$ cat config.mk
export PLATFORM = sky130hd
export DESIGN_NAME = velocity_change_gate_norm_limiter
export DESIGN_NICKNAME = d
export VERILOG_FILES = /design/src/hw/rtl/vcg_pkg.sv /design/src/hw/rtl/vcg_mul.sv /design/src/hw/rtl/vcg_rootdiv.sv /design/src/hw/rtl/velocity_change_gate_norm_limiter.sv
export SDC_FILE = /design/constraint.sdc
export NUM_CORES = 2
export LEC_CHECK = 0
export BUFFER_PORTS_ARGS = -buffer_cell sky130_fd_sc_hd__buf_2
export CAP_MARGIN = 5
export CORE_ASPECT_RATIO = 1.5
export CORE_UTILIZATION = 30
export DETAILED_ROUTE_END_ITERATION = 8
export PLACE_DENSITY_LB_ADDON = 0.2
export RECOVER_POWER = 100
export SYNTH_ARGS = -nofsm -noshare
export SYNTH_HDL_FRONTEND = slang
export SYNTH_SLANG_ARGS = --single-unit
$ cat constraint.sdc
create_clock -name clk -period 14.5 [get_ports clk]
set_input_delay 0 -clock clk [delete_from_list [all_inputs] [get_ports clk]]
set_output_delay 0 -clock clk [all_outputs]
set_load 0.01 [all_outputs]
$ cat src/hw/rtl/vcg_pkg.sv
`timescale 1ns / 1ps

package vcg_pkg;

  // register file layout
  localparam int CFG_WIDTH         = 15;
  localparam int CFG_INDEX_WIDTH   = 2;
  localparam int DEF_SAMPLE_WIDTH  = 16;

  localparam logic [CFG_INDEX_WIDTH-1:0] REG_CHANGE_THRESHOLD = 2'd0;
  localparam logic [CFG_INDEX_WIDTH-1:0] REG_MAX_SPEED        = 2'd1;

  localparam logic [CFG_WIDTH-1:0] CHANGE_THRESHOLD_RESET = 15'd410;
  localparam logic [CFG_WIDTH-1:0] MAX_SPEED_RESET        = 15'd3072;

  // sequencer states
  typedef enum logic [3:0] {
    S_IDLE,
    S_MUL,
    S_MWAIT,
    S_ROOT,
    S_ROOTW,
    S_SCMUL,
    S_SCMW,
    S_DIVW,
    S_FIN
  } state_t;

  // squaring pass slots, low two bits select the axis
  typedef enum logic [2:0] {
    MOP_DX,
    MOP_DY,
    MOP_DZ,
    MOP_THR,
    MOP_VX,
    MOP_VY,
    MOP_VZ,
    MOP_MAX
  } mop_t;

  // root/divide unit operation
  typedef enum logic {
    OP_SQRT,
    OP_DIV
  } unit_op_t;

  typedef struct packed {
    logic     start;
    unit_op_t op;
  } unit_cmd_t;

  typedef struct packed {
    logic busy;
    logic done;
  } unit_stat_t;

endpackage

$ cat src/hw/rtl/vcg_mul.sv
`timescale 1ns / 1ps

module vcg_mul #(
  parameter int MW = 16
) (
  input  logic            clk,
  input  logic [MW-1:0]   a,
  input  logic [MW-1:0]   b,
  output logic [2*MW-1:0] p
);

  // registered unsigned product, operands held by the sequencer
  always_ff @(posedge clk) begin
    p <= a * b;
  end

endmodule

$ cat src/hw/rtl/vcg_rootdiv.sv
`timescale 1ns / 1ps

module vcg_rootdiv #(
  parameter int W  = 16,
  parameter int MW = 16
) (
  input  logic                 clk,
  input  logic                 rst,
  input  vcg_pkg::unit_cmd_t   cmd,
  input  logic [2*MW+1:0]      radicand,
  input  logic [2*MW-1:0]      dividend,
  input  logic [MW:0]          divisor,
  output vcg_pkg::unit_stat_t  stat,
  output logic [MW:0]          result
);
  import vcg_pkg::*;

  localparam int SW  = 2 * MW + 2;
  localparam int RW  = MW + 1;
  localparam int RMW = MW + 3;
  localparam int CW  = $clog2(RW + 1);

  logic [SW-1:0]  src;
  logic [RMW-1:0] rem;
  logic [RW-1:0]  res;
  logic [RW-1:0]  dvs;
  unit_op_t       op_q;
  logic [CW-1:0]  cnt;
  logic           done;

  logic [RMW-1:0] shifted;
  logic [RMW-1:0] trial;
  logic [RMW-1:0] diff;
  logic           ge;
  logic [SW-1:0]  src_next;
  logic [2*MW+RMW-1:0] numx;

  // one restoring step: two radicand bits for the root, one dividend bit for the quotient
  always_comb begin
    if (op_q == OP_SQRT) begin
      shifted  = {rem[RMW-3:0], src[SW-1 -: 2]};
      trial    = {res, 2'b01};
      src_next = src << 2;
    end else begin
      shifted  = {rem[RMW-2:0], src[SW-1]};
      trial    = {2'b00, dvs};
      src_next = src << 1;
    end
    diff = shifted - trial;
    ge   = shifted >= trial;
  end

  // high part of the dividend seeds the remainder, it stays below the divisor
  assign numx = {{RMW{1'b0}}, dividend};

  always_ff @(posedge clk) begin
    if (rst) begin
      cnt  <= '0;
      done <= 1'b0;
    end else if (cmd.start) begin
      op_q <= cmd.op;
      res  <= '0;
      dvs  <= divisor;
      done <= 1'b0;
      if (cmd.op == OP_SQRT) begin
        src <= radicand;
        rem <= '0;
        cnt <= CW'(RW);
      end else begin
        src <= {dividend[W-1:0], {(SW-W){1'b0}}};
        rem <= numx[W +: RMW];
        cnt <= CW'(W);
      end
    end else if (cnt != '0) begin
      src  <= src_next;
      rem  <= ge ? diff : shifted;
      res  <= {res[RW-2:0], ge};
      cnt  <= cnt - CW'(1);
      done <= (cnt == CW'(1));
    end else begin
      done <= 1'b0;
    end
  end

  assign stat.busy = (cnt != '0);
  assign stat.done = done;
  assign result    = res;

  // never restarted mid-run
  a_no_restart: assert property (@(posedge clk) disable iff (rst)
    cmd.start |-> cnt == '0)
    else $error("root/divide unit restarted while busy");

  // completion is a single pulse after the last step
  a_done_pulse: assert property (@(posedge clk) disable iff (rst)
    done |-> (cnt == '0) && !$past(done))
    else $error("root/divide done pulse malformed");

  // a divide never starts against a zero divisor
  a_div_nonzero: assert property (@(posedge clk) disable iff (rst)
    (cmd.start && cmd.op == OP_DIV) |-> divisor != '0)
    else $error("divide started with zero divisor");

endmodule

$ cat src/hw/rtl/velocity_change_gate_norm_limiter.sv
`timescale 1ns / 1ps
// channel  | signals                              | direction
// ---------+--------------------------------------+----------
// in       | in_valid, in_ready, vel_x/y/z        | input word
// out      | out_valid, out_ready, ref_x/y/z      | output word
// cfg      | cfg_we, cfg_addr, cfg_data           | register write
//
// one word at a time; the shared multiplier takes eight squaring slots, each
// an S_MUL state followed by an S_MWAIT state
// limiting adds the bit-serial root and then three serial divides, one per axis
// the first word after reset is answered with zero, going from S_IDLE straight to S_FIN
// rst is synchronous; in_ready is low in reset and while a word is in flight, a
// finished word waits in the output register and the next input is taken meanwhile

module velocity_change_gate_norm_limiter #(
  parameter int SAMPLE_WIDTH = vcg_pkg::DEF_SAMPLE_WIDTH
) (
  input  logic                                clk,
  input  logic                                rst,
  input  logic                                in_valid,
  output logic                                in_ready,
  input  logic signed [SAMPLE_WIDTH-1:0]      vel_x,
  input  logic signed [SAMPLE_WIDTH-1:0]      vel_y,
  input  logic signed [SAMPLE_WIDTH-1:0]      vel_z,
  output logic                                out_valid,
  input  logic                                out_ready,
  output logic signed [SAMPLE_WIDTH-1:0]      ref_x,
  output logic signed [SAMPLE_WIDTH-1:0]      ref_y,
  output logic signed [SAMPLE_WIDTH-1:0]      ref_z,
  input  logic                                cfg_we,
  input  logic [vcg_pkg::CFG_INDEX_WIDTH-1:0] cfg_addr,
  input  logic [vcg_pkg::CFG_WIDTH-1:0]       cfg_data
);
  import vcg_pkg::*;

  localparam int W  = SAMPLE_WIDTH;
  localparam int MW = (W > CFG_WIDTH) ? W : CFG_WIDTH;
  localparam int SW = 2 * MW + 2;
  localparam int RW = MW + 1;

  logic [CFG_WIDTH-1:0] change_threshold;
  logic [CFG_WIDTH-1:0] max_speed;

  logic signed [W-1:0] cur  [3];
  logic signed [W-1:0] last [3];
  logic signed [W-1:0] res  [3];

  state_t          state, state_next;
  mop_t            op;
  logic [1:0]      k;
  logic [SW-1:0]   sum;
  logic            pick_cur;
  logic            first;
  logic [RW-1:0]   root;

  logic [1:0]      idx;
  logic signed [W-1:0] cur_s, last_s, v, vneg;
  logic [W:0]      d, dneg;
  logic [W-1:0]    dmag, vmag;
  logic [MW-1:0]   mul_a, mul_b;
  logic [2*MW-1:0] p;
  logic [SW-1:0]   pw;
  logic [W-1:0]    q, qneg;

  unit_cmd_t       cmd;
  unit_stat_t      ustat;
  logic [RW-1:0]   uresult;

  // register writes
  always_ff @(posedge clk) begin
    if (rst) begin
      change_threshold <= CHANGE_THRESHOLD_RESET;
      max_speed        <= MAX_SPEED_RESET;
    end else if (cfg_we) begin
      case (cfg_addr)
        REG_CHANGE_THRESHOLD: change_threshold <= cfg_data;
        REG_MAX_SPEED:        max_speed        <= cfg_data;
        default: ;
      endcase
    end
  end

  // axis select: scaling walks k, squaring slots use the low slot bits
  always_comb begin
    if (state == S_SCMUL || state == S_SCMW || state == S_DIVW) begin
      idx = k;
    end else begin
      idx = logic'(op[1:0] == 2'd3) ? 2'd2 : op[1:0];
    end
    cur_s  = cur[idx];
    last_s = last[idx];
    d      = {cur_s[W-1], cur_s} - {last_s[W-1], last_s};
    dneg   = -d;
    dmag   = d[W] ? dneg[W-1:0] : d[W-1:0];
    v      = pick_cur ? cur_s : last_s;
    vneg   = -v;
    vmag   = v[W-1] ? vneg : v;
  end

  // multiplier operands
  always_comb begin
    mul_a = MW'(vmag);
    mul_b = MW'(max_speed);
    if (state == S_MUL || state == S_MWAIT) begin
      case (op)
        MOP_DX, MOP_DY, MOP_DZ: begin
          mul_a = MW'(dmag);
          mul_b = MW'(dmag);
        end
        MOP_THR: begin
          mul_a = MW'(change_threshold);
          mul_b = MW'(change_threshold);
        end
        MOP_VX, MOP_VY, MOP_VZ: begin
          mul_a = MW'(vmag);
          mul_b = MW'(vmag);
        end
        MOP_MAX: begin
          mul_a = MW'(max_speed);
          mul_b = MW'(max_speed);
        end
        default: ;
      endcase
    end
  end

  vcg_mul #(.MW(MW)) u_mul (
    .clk (clk),
    .a   (mul_a),
    .b   (mul_b),
    .p   (p)
  );

  vcg_rootdiv #(.W(W), .MW(MW)) u_rootdiv (
    .clk      (clk),
    .rst      (rst),
    .cmd      (cmd),
    .radicand (sum),
    .dividend (p),
    .divisor  (root),
    .stat     (ustat),
    .result   (uresult)
  );

  assign pw   = SW'(p);
  assign q    = uresult[W-1:0];
  assign qneg = -q;

  // sequencer next state and unit commands
  always_comb begin
    state_next = state;
    cmd.start  = 1'b0;
    cmd.op     = OP_SQRT;
    in_ready   = (state == S_IDLE) && !rst;
    case (state)
      S_IDLE: begin
        if (in_valid) state_next = first ? S_FIN : S_MUL;
      end
      S_MUL: state_next = S_MWAIT;
      S_MWAIT: begin
        if (op == MOP_MAX) state_next = (sum > pw) ? S_ROOT : S_FIN;
        else               state_next = S_MUL;
      end
      S_ROOT: begin
        cmd.start  = 1'b1;
        cmd.op     = OP_SQRT;
        state_next = S_ROOTW;
      end
      S_ROOTW: begin
        if (ustat.done) state_next = S_SCMUL;
      end
      S_SCMUL: state_next = S_SCMW;
      S_SCMW: begin
        cmd.start  = 1'b1;
        cmd.op     = OP_DIV;
        state_next = S_DIVW;
      end
      S_DIVW: begin
        if (ustat.done) state_next = (k == 2'd2) ? S_FIN : S_SCMUL;
      end
      S_FIN: begin
        if (!out_valid || out_ready) state_next = S_IDLE;
      end
      default: state_next = S_IDLE;
    endcase
  end

  always_ff @(posedge clk) begin
    if (rst) state <= S_IDLE;
    else     state <= state_next;
  end

  // control flags
  always_ff @(posedge clk) begin
    if (rst) begin
      first     <= 1'b1;
      out_valid <= 1'b0;
      last[0]   <= '0;
      last[1]   <= '0;
      last[2]   <= '0;
    end else if (state == S_FIN && (!out_valid || out_ready)) begin
      first     <= 1'b0;
      out_valid <= 1'b1;
      last      <= cur;
    end else if (out_ready) begin
      out_valid <= 1'b0;
    end
  end

  // datapath registers
  always_ff @(posedge clk) begin
    case (state)
      S_IDLE: begin
        if (in_valid) begin
          cur[0] <= vel_x;
          cur[1] <= vel_y;
          cur[2] <= vel_z;
          op     <= MOP_DX;
          sum    <= '0;
          if (first) begin
            res[0] <= '0;
            res[1] <= '0;
            res[2] <= '0;
          end
        end
      end
      S_MWAIT: begin
        case (op)
          MOP_THR: begin
            pick_cur <= sum > pw;
            sum      <= '0;
            op       <= MOP_VX;
          end
          MOP_MAX: begin
            k <= 2'd0;
            for (int i = 0; i < 3; i++) begin
              res[i] <= pick_cur ? cur[i] : last[i];
            end
          end
          default: begin
            sum <= sum + pw;
            op  <= mop_t'(op + 3'd1);
          end
        endcase
      end
      S_ROOTW: begin
        if (ustat.done) root <= uresult;
      end
      S_DIVW: begin
        if (ustat.done) begin
          res[k] <= v[W-1] ? qneg : q;
          k      <= k + 2'd1;
        end
      end
      S_FIN: begin
        if (!out_valid || out_ready) begin
          ref_x <= res[0];
          ref_y <= res[1];
          ref_z <= res[2];
        end
      end
      default: ;
    endcase
  end

  // unit is idle whenever the word is being handed to the output
  a_fin_idle: assert property (@(posedge clk) disable iff (rst)
    (state == S_FIN) |-> !ustat.busy)
    else $error("output loaded while root/divide unit busy");

  // a delivered word means the first-sample flag is gone
  a_first_clear: assert property (@(posedge clk) disable iff (rst)
    out_valid |-> !first)
    else $error("result pending while first-sample flag still set");

  // an accepted word goes to the squaring pass or straight to output
  a_accept_path: assert property (@(posedge clk) disable iff (rst)
    (in_valid && in_ready) |=> (state == S_MUL || state == S_FIN))
    else $error("unexpected state after accept");

  // scaling only starts once the limit compare fired
  a_root_cause: assert property (@(posedge clk) disable iff (rst)
    (state == S_ROOT) |-> ($past(state) == S_MWAIT && $past(op) == MOP_MAX))
    else $error("root started outside limit compare");

endmodule

After elaboration in Yosys (flattened, before gate mapping):

Memory sizes are Yosys's and may differ from the RTL's. A register that Yosys moved wholly into a read port is not among the register bits.
Cells that the tools add are included.

* bits in latches: 0
* memory bits (read-only): 0
* memories: 1
* logic and storage cells: 169
* bits of input ports: 70
* bits in writable memories: 48
* flip-flop bits (word level): 314

Memories
* res: words 3, bits a word 16, read ports 3, clocked after Yosys merged registers in 3, write ports 3, RTL line velocity_change_gate_norm_limiter.sv:46 `logic signed [W-1:0] res [3];`

* multiplexer cells: 69
* add/subtract/negate cells: 9
* bitwise logic cells: 6
* shift-type cells: 0
* multiply operators: 1
* equality and inequality tests: 25
* reductions and logical operators: 31
* order comparisons: 3
* div/mod/pow operators: 0

Operator list (count)
* two-way mux 16 bit: 18
* two-way mux 34 bit: 5
* one-hot mux 34 bit (2 select lines): 2
* binary-select mux 16 bit (select 2 bit): 2
* one-hot mux 16 bit (4 select lines): 1
* two-way mux 18 bit: 3
* negator 16 bit: 3
* two-way mux 19 bit: 2
* one-hot mux 4 bit (9 select lines): 1
* adder 34 x 32 -> 34 bit: 1
* > comparator 34 x 32 -> 1 bit: 1
* multiplier 16 x 16 -> 32 bit: 1
* two-way mux 4 bit: 8
* greater-or-equal comparator 19 bit: 1
* subtractor 18 bit: 1
* two-way mux 17 bit: 1
* subtractor 16 x 16 -> 17 bit: 1
* == test 4 x 3 -> 1 bit, second input constant: 4
* AND reduction 2 bit: 8
* OR reduction 16 bit: 1
* two-way mux 1 bit: 14
* == test 3 bit, second input constant: 4
* one-hot mux 3 bit (2 select lines): 2
* two-way mux 2 bit: 5
* other kinds (31): 54

Depth between registers and ports, before layout:

* depth in word-level cells: 14
* gate-level depth with buffers: 49
* mapped depth without buffers: 44

By module:

Synthesis repeated with hierarchy kept, for this count alone.

* cell total of the unflattened synthesis: 3308
* area total of the unflattened synthesis: 31799.2 um^2

By module, submodules not included
* velocity_change_gate_norm_limiter: area each 16766.1 um^2, cells an instance 1761, instances 1, sequential area each 7717.4 um^2
* vcg_mul: area each 9419.0 um^2, cells an instance 1057, instances 1, sequential area each 640.6 um^2
* vcg_rootdiv: area each 5614.1 um^2, cells an instance 490, instances 1, sequential area each 2732.6 um^2

Worst setup path before layout:

OpenSTA, ideal clock, no wires.

* kind: register to register
* start point: register op[0]
* end point: register u_mul.p[23]
* stages on the path, launching flop included: 45
* data arrival time: 10.687 ns
* setup slack: 3.741 ns
* clock period less this slack: 10.759 ns
* cells stage by stage: edfxtp_1 ha_1 nor2_1 a21boi_0 nor2_1 buf_2 buf_1 clkbuf_1 clkbuf_1 o21a_1 ha_1 a21oi_1 a311oi_1 or3_1 or4b_4 a31oi_4 o2111ai_4 or4_1 (+9 left out) fa_1 inv_1 fa_1 inv_1 fa_1 inv_1 ha_1 a21oi_1 nor2b_1 a311o_1 a21o_1 nand2_1 a21o_1 a21oi_1 a21o_1 a311o_1 a21oi_1 xnor2_1

* cells in the longest elaborated chain, start to end: 13

Ends and longest elaborated chain
* from (decl): RTL line velocity_change_gate_norm_limiter.sv:49 `mop_t op;`
* from (signal assigned): RTL line velocity_change_gate_norm_limiter.sv:242 `op <= mop_t'(op + 3'd1);`
* == test 2 bit: RTL line velocity_change_gate_norm_limiter.sv:88 `idx = logic'(op[1:0] == 2'd3) ? 2'd2 : op[1:0];`
* two-way mux 2 bit: RTL line velocity_change_gate_norm_limiter.sv:88
* two-way mux 2 bit: RTL line velocity_change_gate_norm_limiter.sv:85 `if (state == S_SCMUL || state == S_SCMW || state == S_DIVW) begin`
* inverter 2 -> 3 bit (not written as such): RTL line velocity_change_gate_norm_limiter.sv:90, velocity_change_gate_norm_limiter.sv:91
* binary-select mux 16 bit (select 2 bit), on equally long branches: RTL line velocity_change_gate_norm_limiter.sv:90, velocity_change_gate_norm_limiter.sv:91
* two-way mux 16 bit, on equally long branches (2 in a row): RTL line velocity_change_gate_norm_limiter.sv:90, velocity_change_gate_norm_limiter.sv:91
* subtractor 16 x 16 -> 17 bit / two-way mux 16 bit (equally long branches): RTL line velocity_change_gate_norm_limiter.sv:92, velocity_change_gate_norm_limiter.sv:95
* negator 16 bit, on equally long branches: RTL line velocity_change_gate_norm_limiter.sv:93, velocity_change_gate_norm_limiter.sv:96
* two-way mux 16 bit, on equally long branches: RTL line velocity_change_gate_norm_limiter.sv:94, velocity_change_gate_norm_limiter.sv:97
* one-hot mux 16 bit (4 select lines): RTL line velocity_change_gate_norm_limiter.sv:105 `case (op)`
* two-way mux 16 bit: RTL line velocity_change_gate_norm_limiter.sv:104 `if (state == S_MUL || state == S_MWAIT) begin`
* multiplier 16 x 16 -> 32 bit (*): RTL line vcg_mul.sv:14 `p <= a * b;`
* to (signal assigned): RTL line vcg_mul.sv:14
* to (decl): RTL line vcg_mul.sv:9 `output logic [2*MW-1:0] p`

Mark *: on every way between the ends. The rest lies on a longest branch, timed or not. The select of a mux whose other input is x is not followed.
A chain may end at the register's enable or synchronous reset.

Final worst setup path:

* start point: register state[2]
* end point: register u_mul.p[23]

* cells in the longest elaborated chain, start to end: 14

Ends and longest elaborated chain
* from (decl): RTL line velocity_change_gate_norm_limiter.sv:48 `state_t state, state_next;`
* from (signal assigned): RTL line velocity_change_gate_norm_limiter.sv:190 `else state <= state_next;`
* == test 4 x 3 -> 1 bit: RTL line velocity_change_gate_norm_limiter.sv:85
* logical OR 1 bit (2 in a row): RTL line velocity_change_gate_norm_limiter.sv:85
* two-way mux 2 bit: RTL line velocity_change_gate_norm_limiter.sv:85
* inverter 2 -> 3 bit (not written as such): RTL line velocity_change_gate_norm_limiter.sv:90, velocity_change_gate_norm_limiter.sv:91
* binary-select mux 16 bit (select 2 bit), on equally long branches: RTL line velocity_change_gate_norm_limiter.sv:90, velocity_change_gate_norm_limiter.sv:91
* two-way mux 16 bit, on equally long branches (2 in a row): RTL line velocity_change_gate_norm_limiter.sv:90, velocity_change_gate_norm_limiter.sv:91
* subtractor 16 x 16 -> 17 bit / two-way mux 16 bit (equally long branches): RTL line velocity_change_gate_norm_limiter.sv:92, velocity_change_gate_norm_limiter.sv:95
* negator 16 bit, on equally long branches: RTL line velocity_change_gate_norm_limiter.sv:93, velocity_change_gate_norm_limiter.sv:96
* two-way mux 16 bit, on equally long branches: RTL line velocity_change_gate_norm_limiter.sv:94, velocity_change_gate_norm_limiter.sv:97
* one-hot mux 16 bit (4 select lines): RTL line velocity_change_gate_norm_limiter.sv:105
* two-way mux 16 bit: RTL line velocity_change_gate_norm_limiter.sv:104
* multiplier 16 x 16 -> 32 bit (*): RTL line vcg_mul.sv:14

Marks and branches as above.

==> impl_metrics.csv <==
group,metric,value,unit
run_status,status,"finished, violations left",
run_status,violations,"capacitance limit, slew limit",
sta,grt_setup_unrepaired,"no",
clock_tree,cts_made_buffers,45,
clock_tree,path_clk_slew,0.06,ns
pwr,power.total,5.869,mW
floorplanning,ioPinCount,120,
final_layout,final_area,0.03593,sq mm
clock_tree,cts_tree,"built",
logic_synthesis,yosysTopAreaCellShare,27.29,%
floorplanning,die_h,400.1,microns
routing,drc,0,
floorplanning,dieWidth,267.4,microns
place,numPortBuffers,119,
global_routing,overflow,0,
final_layout,drive_above_1_share,7.277,%
place,gp_congestion,0.8903,
critical_path,critPathArrivalTime,13.19,ns
sta,period_share,87.27,%
critical_path,crit_path_end_kind,"flip-flop",
clock_tree,ctsResizeCount,0,
final_layout,area_delta_synth_final,13.36,%
place,dpl_cell_area,0.03384,sq mm
final_layout,fin_util,34.38,%
sta,worst_pin_slew,4.137,ns
sta,finalWorstSetupSlack,1.846,ns
global_routing,grt_pass1_vias,25890,
sta,whs,0.04425,ns
global_routing,antenna_found_initial,3,
routing,viasPerCell,5.107,
critical_path,path_class,"flip-flop to flip-flop",
global_routing,grt_use_total,19.52,%
critical_path,critPathRequiredTime,15.04,ns
logic_synthesis,ys_warn_count,0,
critical_path,startpoint_type,"flip-flop",
logic_synthesis,synth_edf_count,288,
clock_tree,htreeDepth,2,
sta,fmax,79.03,MHz
logic_synthesis,netlist_area,0.03169,sq mm
flow_run,drv_cap,11,
logic_synthesis,yosysSeqAreaShare,34.99,%
routing,drt_pre_antenna_iters,8,
floorplanning,placeableCoreArea,0.1045,sq mm
sta,setup_viol,0,
routing,num_vias,24830,
logic_synthesis,synth_compound_area_share,14.88,%
sta,slew_viol_final,579,
sta,fin_crit,12.65,ns
place,dp.cells,4707,
clock_tree,clock_path_buffers,3,
sta,skew,0.03962,ns
sta,finalHoldViolCount,0,
floorplanning,die-area,0.1070,sq mm
logic_synthesis,ys.flop_type,"edfxtp_1",
critical_path,critical_path.max_fanout,22,
logic_synthesis,yosysUniqueCellTypes,96,
logic_synthesis,syn_nets,3780,
logic_synthesis,synthTopCellsByArea,"edfxtp_1 27%, fa_1 12%, ha_1 8.5%",
place,hpwlAfterDp,79.00,mm
pwr,power.density,163.4,mW/mm^2
logic_synthesis,synth_fa_ha_area_share,20.97,%
routing,post_drt_wl_per_cell,21.23,microns
sta,finalSetupTns,0,ns
global_routing,grt_max_degree,72,
logic_synthesis,synth_cells,3297,
critical_path,cp_top_family,"compound AO/OA/AOI/OAI gates",
logic_synthesis,synthArstFlopShare,0,%
floorplanning,initial_utilization,30.33,%
logic_synthesis,synth_xor_xnor_area_share,3.206,%
critical_path,slowest_delay,0.84,ns
floorplanning,rows,145,
clock_tree,cts-root-buf,"clkbuf_16",
logic_synthesis,ys_ff_latch,410,
global_routing,grt_first_pass_wirelength,158.1,mm
final_layout,nets,3910,
routing,routed_wl,103.2,mm
pwr,p_leak,14.78,nW
logic_synthesis,syn_area_per_cell,9.613,sq um
hold_path,hold_class,"input port to flip-flop",
sta,relSlewSlack,-175.8,%
clock_tree,clock_latency,0.61,ns
logic_synthesis,synth_simple_gate_area_share,14.88,%
critical_path,crit_slowest_cell,"a21oi_1",
logic_synthesis,synth_top_family_by_area,"adder cells",
clock_tree,cts_num_sinks,410,
routing,ant_nets,0,
routing,drt_iter0_drc,1374,
logic_synthesis,synthMuxAreaShare,5.341,%
logic_synthesis,netlist.top_cell.by_area,"edfxtp_1",
pwr,peakVddDrop,0.0001076,V
critical_path,crit_buf_inv,9,
final_layout,final_cells,4861,
place,place_ws,2.326,ns
[sequential cells by signal, indices dropped and copies added (netlist names), 2 cells and up]
| signal | flops |
|---|---|
| res | 48 |
| u_rootdiv.cnt | 5 |
| u_rootdiv.dvs | 17 |
| ref_z | 16 |
| ref_x | 16 |
| u_rootdiv.src | 34 |
| change_threshold | 15 |
| u_mul.p | 32 |
| state | 4 |
| ref_y | 16 |
| k | 2 |
| last | 48 |
| u_rootdiv.rem | 18 |
| op | 3 |
| root | 17 |
| sum | 34 |
| max_speed | 15 |
| u_rootdiv.result | 17 |
| cur | 48 |
[layer usage]
| layer | vias to the layer above | GRT usage, % | routed length (microns) |
|---|---|---|---|
| li1 | 11780 | - | - |
| met1 | 12340 | 21.67 | 39750 |
| met2 | 522 | 36.42 | 53910 |
| met3 | 187 | 1.873 | 3344 |
| met4 | 2 | 10.31 | 6198 |
| met5 | - | 0 | 16 |
[cell type report]
| cell class | count | area (sq um) |
|---|---|---|
| inverters | 315 | 1184 |
| fillers | 10890 | 68570 |
| diodes | 2 | 5.005 |
| flip-flops and latches | 410 | 11090 |
| well taps | 1396 | 1747 |
| multi-input cells | 2417 | 18810 |
| clock inverters | 23 | 275.3 |
| repair buffers | 238 | 1530 |
| clock buffers | 60 | 1286 |
[layout by cell type (no fill, tap or decap), types with 19 or more instances in the layout]
master / n
nor2_1: 255
nor3_1: 58
a21oi_1: 191
mux2_2: 24
a21o_1: 36
clkbuf_1: 81
fa_1: 197
ha_1: 216
and2_1: 24
dfxtp_1: 122
mux2i_1: 141
buf_4: 34
clkbuf_16: 48
nor2b_1: 34
edfxtp_1: 288
nand3_1: 67
inv_1: 313
dlygate4sd3_1: 69
xnor2_1: 71
nand2b_1: 57
o21a_1: 22
buf_2: 62
nand2_1: 368
o21ai_0: 135
o22ai_1: 59
a22oi_1: 23
or3_1: 20
or2_2: 20
and3_1: 19
xor2_1: 45
[repair_timing]
action | CTS | global route
endpoints found under the hold margin | 98 | 0
hold buffers | 69 | 0
buffers inserted | 0 | 0
[path summary, 6_finish.rpt]
path	start	to	slack (ns)	depth (start not counted)
max reg2reg	state[2]	u_mul.p[23]	1.85	44
min	cfg_addr[0]	change_threshold[8]	0.04	4
min reg2reg	res[0][8]	ref_x[8]	0.41	0
max	state[2]	u_mul.p[23]	1.85	44
[logic make-up (layout without fill, tap and decap cells)]
logic type                 Yosys count  count (layout)
and+or+nand+nor                   1013            1013
AOI/OAI and AO/OA                  709             709
buffers and inverters              470             636
adders and majority gates          413             413
DFF                                410             410
muxes                              166             166
xor gates and xnor gates           116             116
other                                0               2
[power breakdown]
group,total (mW),internal [mW],switching (mW)
sequential,1.72,1.53,0.183
combinational,2.93,1.14,1.78
clock,1.23,0.706,0.521
[cell usage after synthesis, types with 18 or more instances]
master	count
buf_2	25
nor3_1	58
nand2b_1	58
xnor2_1	71
clkbuf_1	115
a21oi_1	191
dfxtp_1	122
a22oi_1	23
nor2b_1	34
inv_1	314
fa_1	197
o22ai_1	59
o21ai_0	134
and3_1	20
nand2_1	369
or3_1	20
xor2_1	45
mux2_2	25
nor2_1	258
and2_1	32
a21o_1	36
ha_1	216
nand3_1	67
o31ai_1	18
edfxtp_1	288
or2_2	21
o21a_1	22
mux2i_1	141
[worst min-delay path: stages]
cell,delay (ns)
buf_2,0.11
or3b_2,0.34
nand2_1,0.09
nand3b_1,0.07
(Power assumes the default switching activity.)
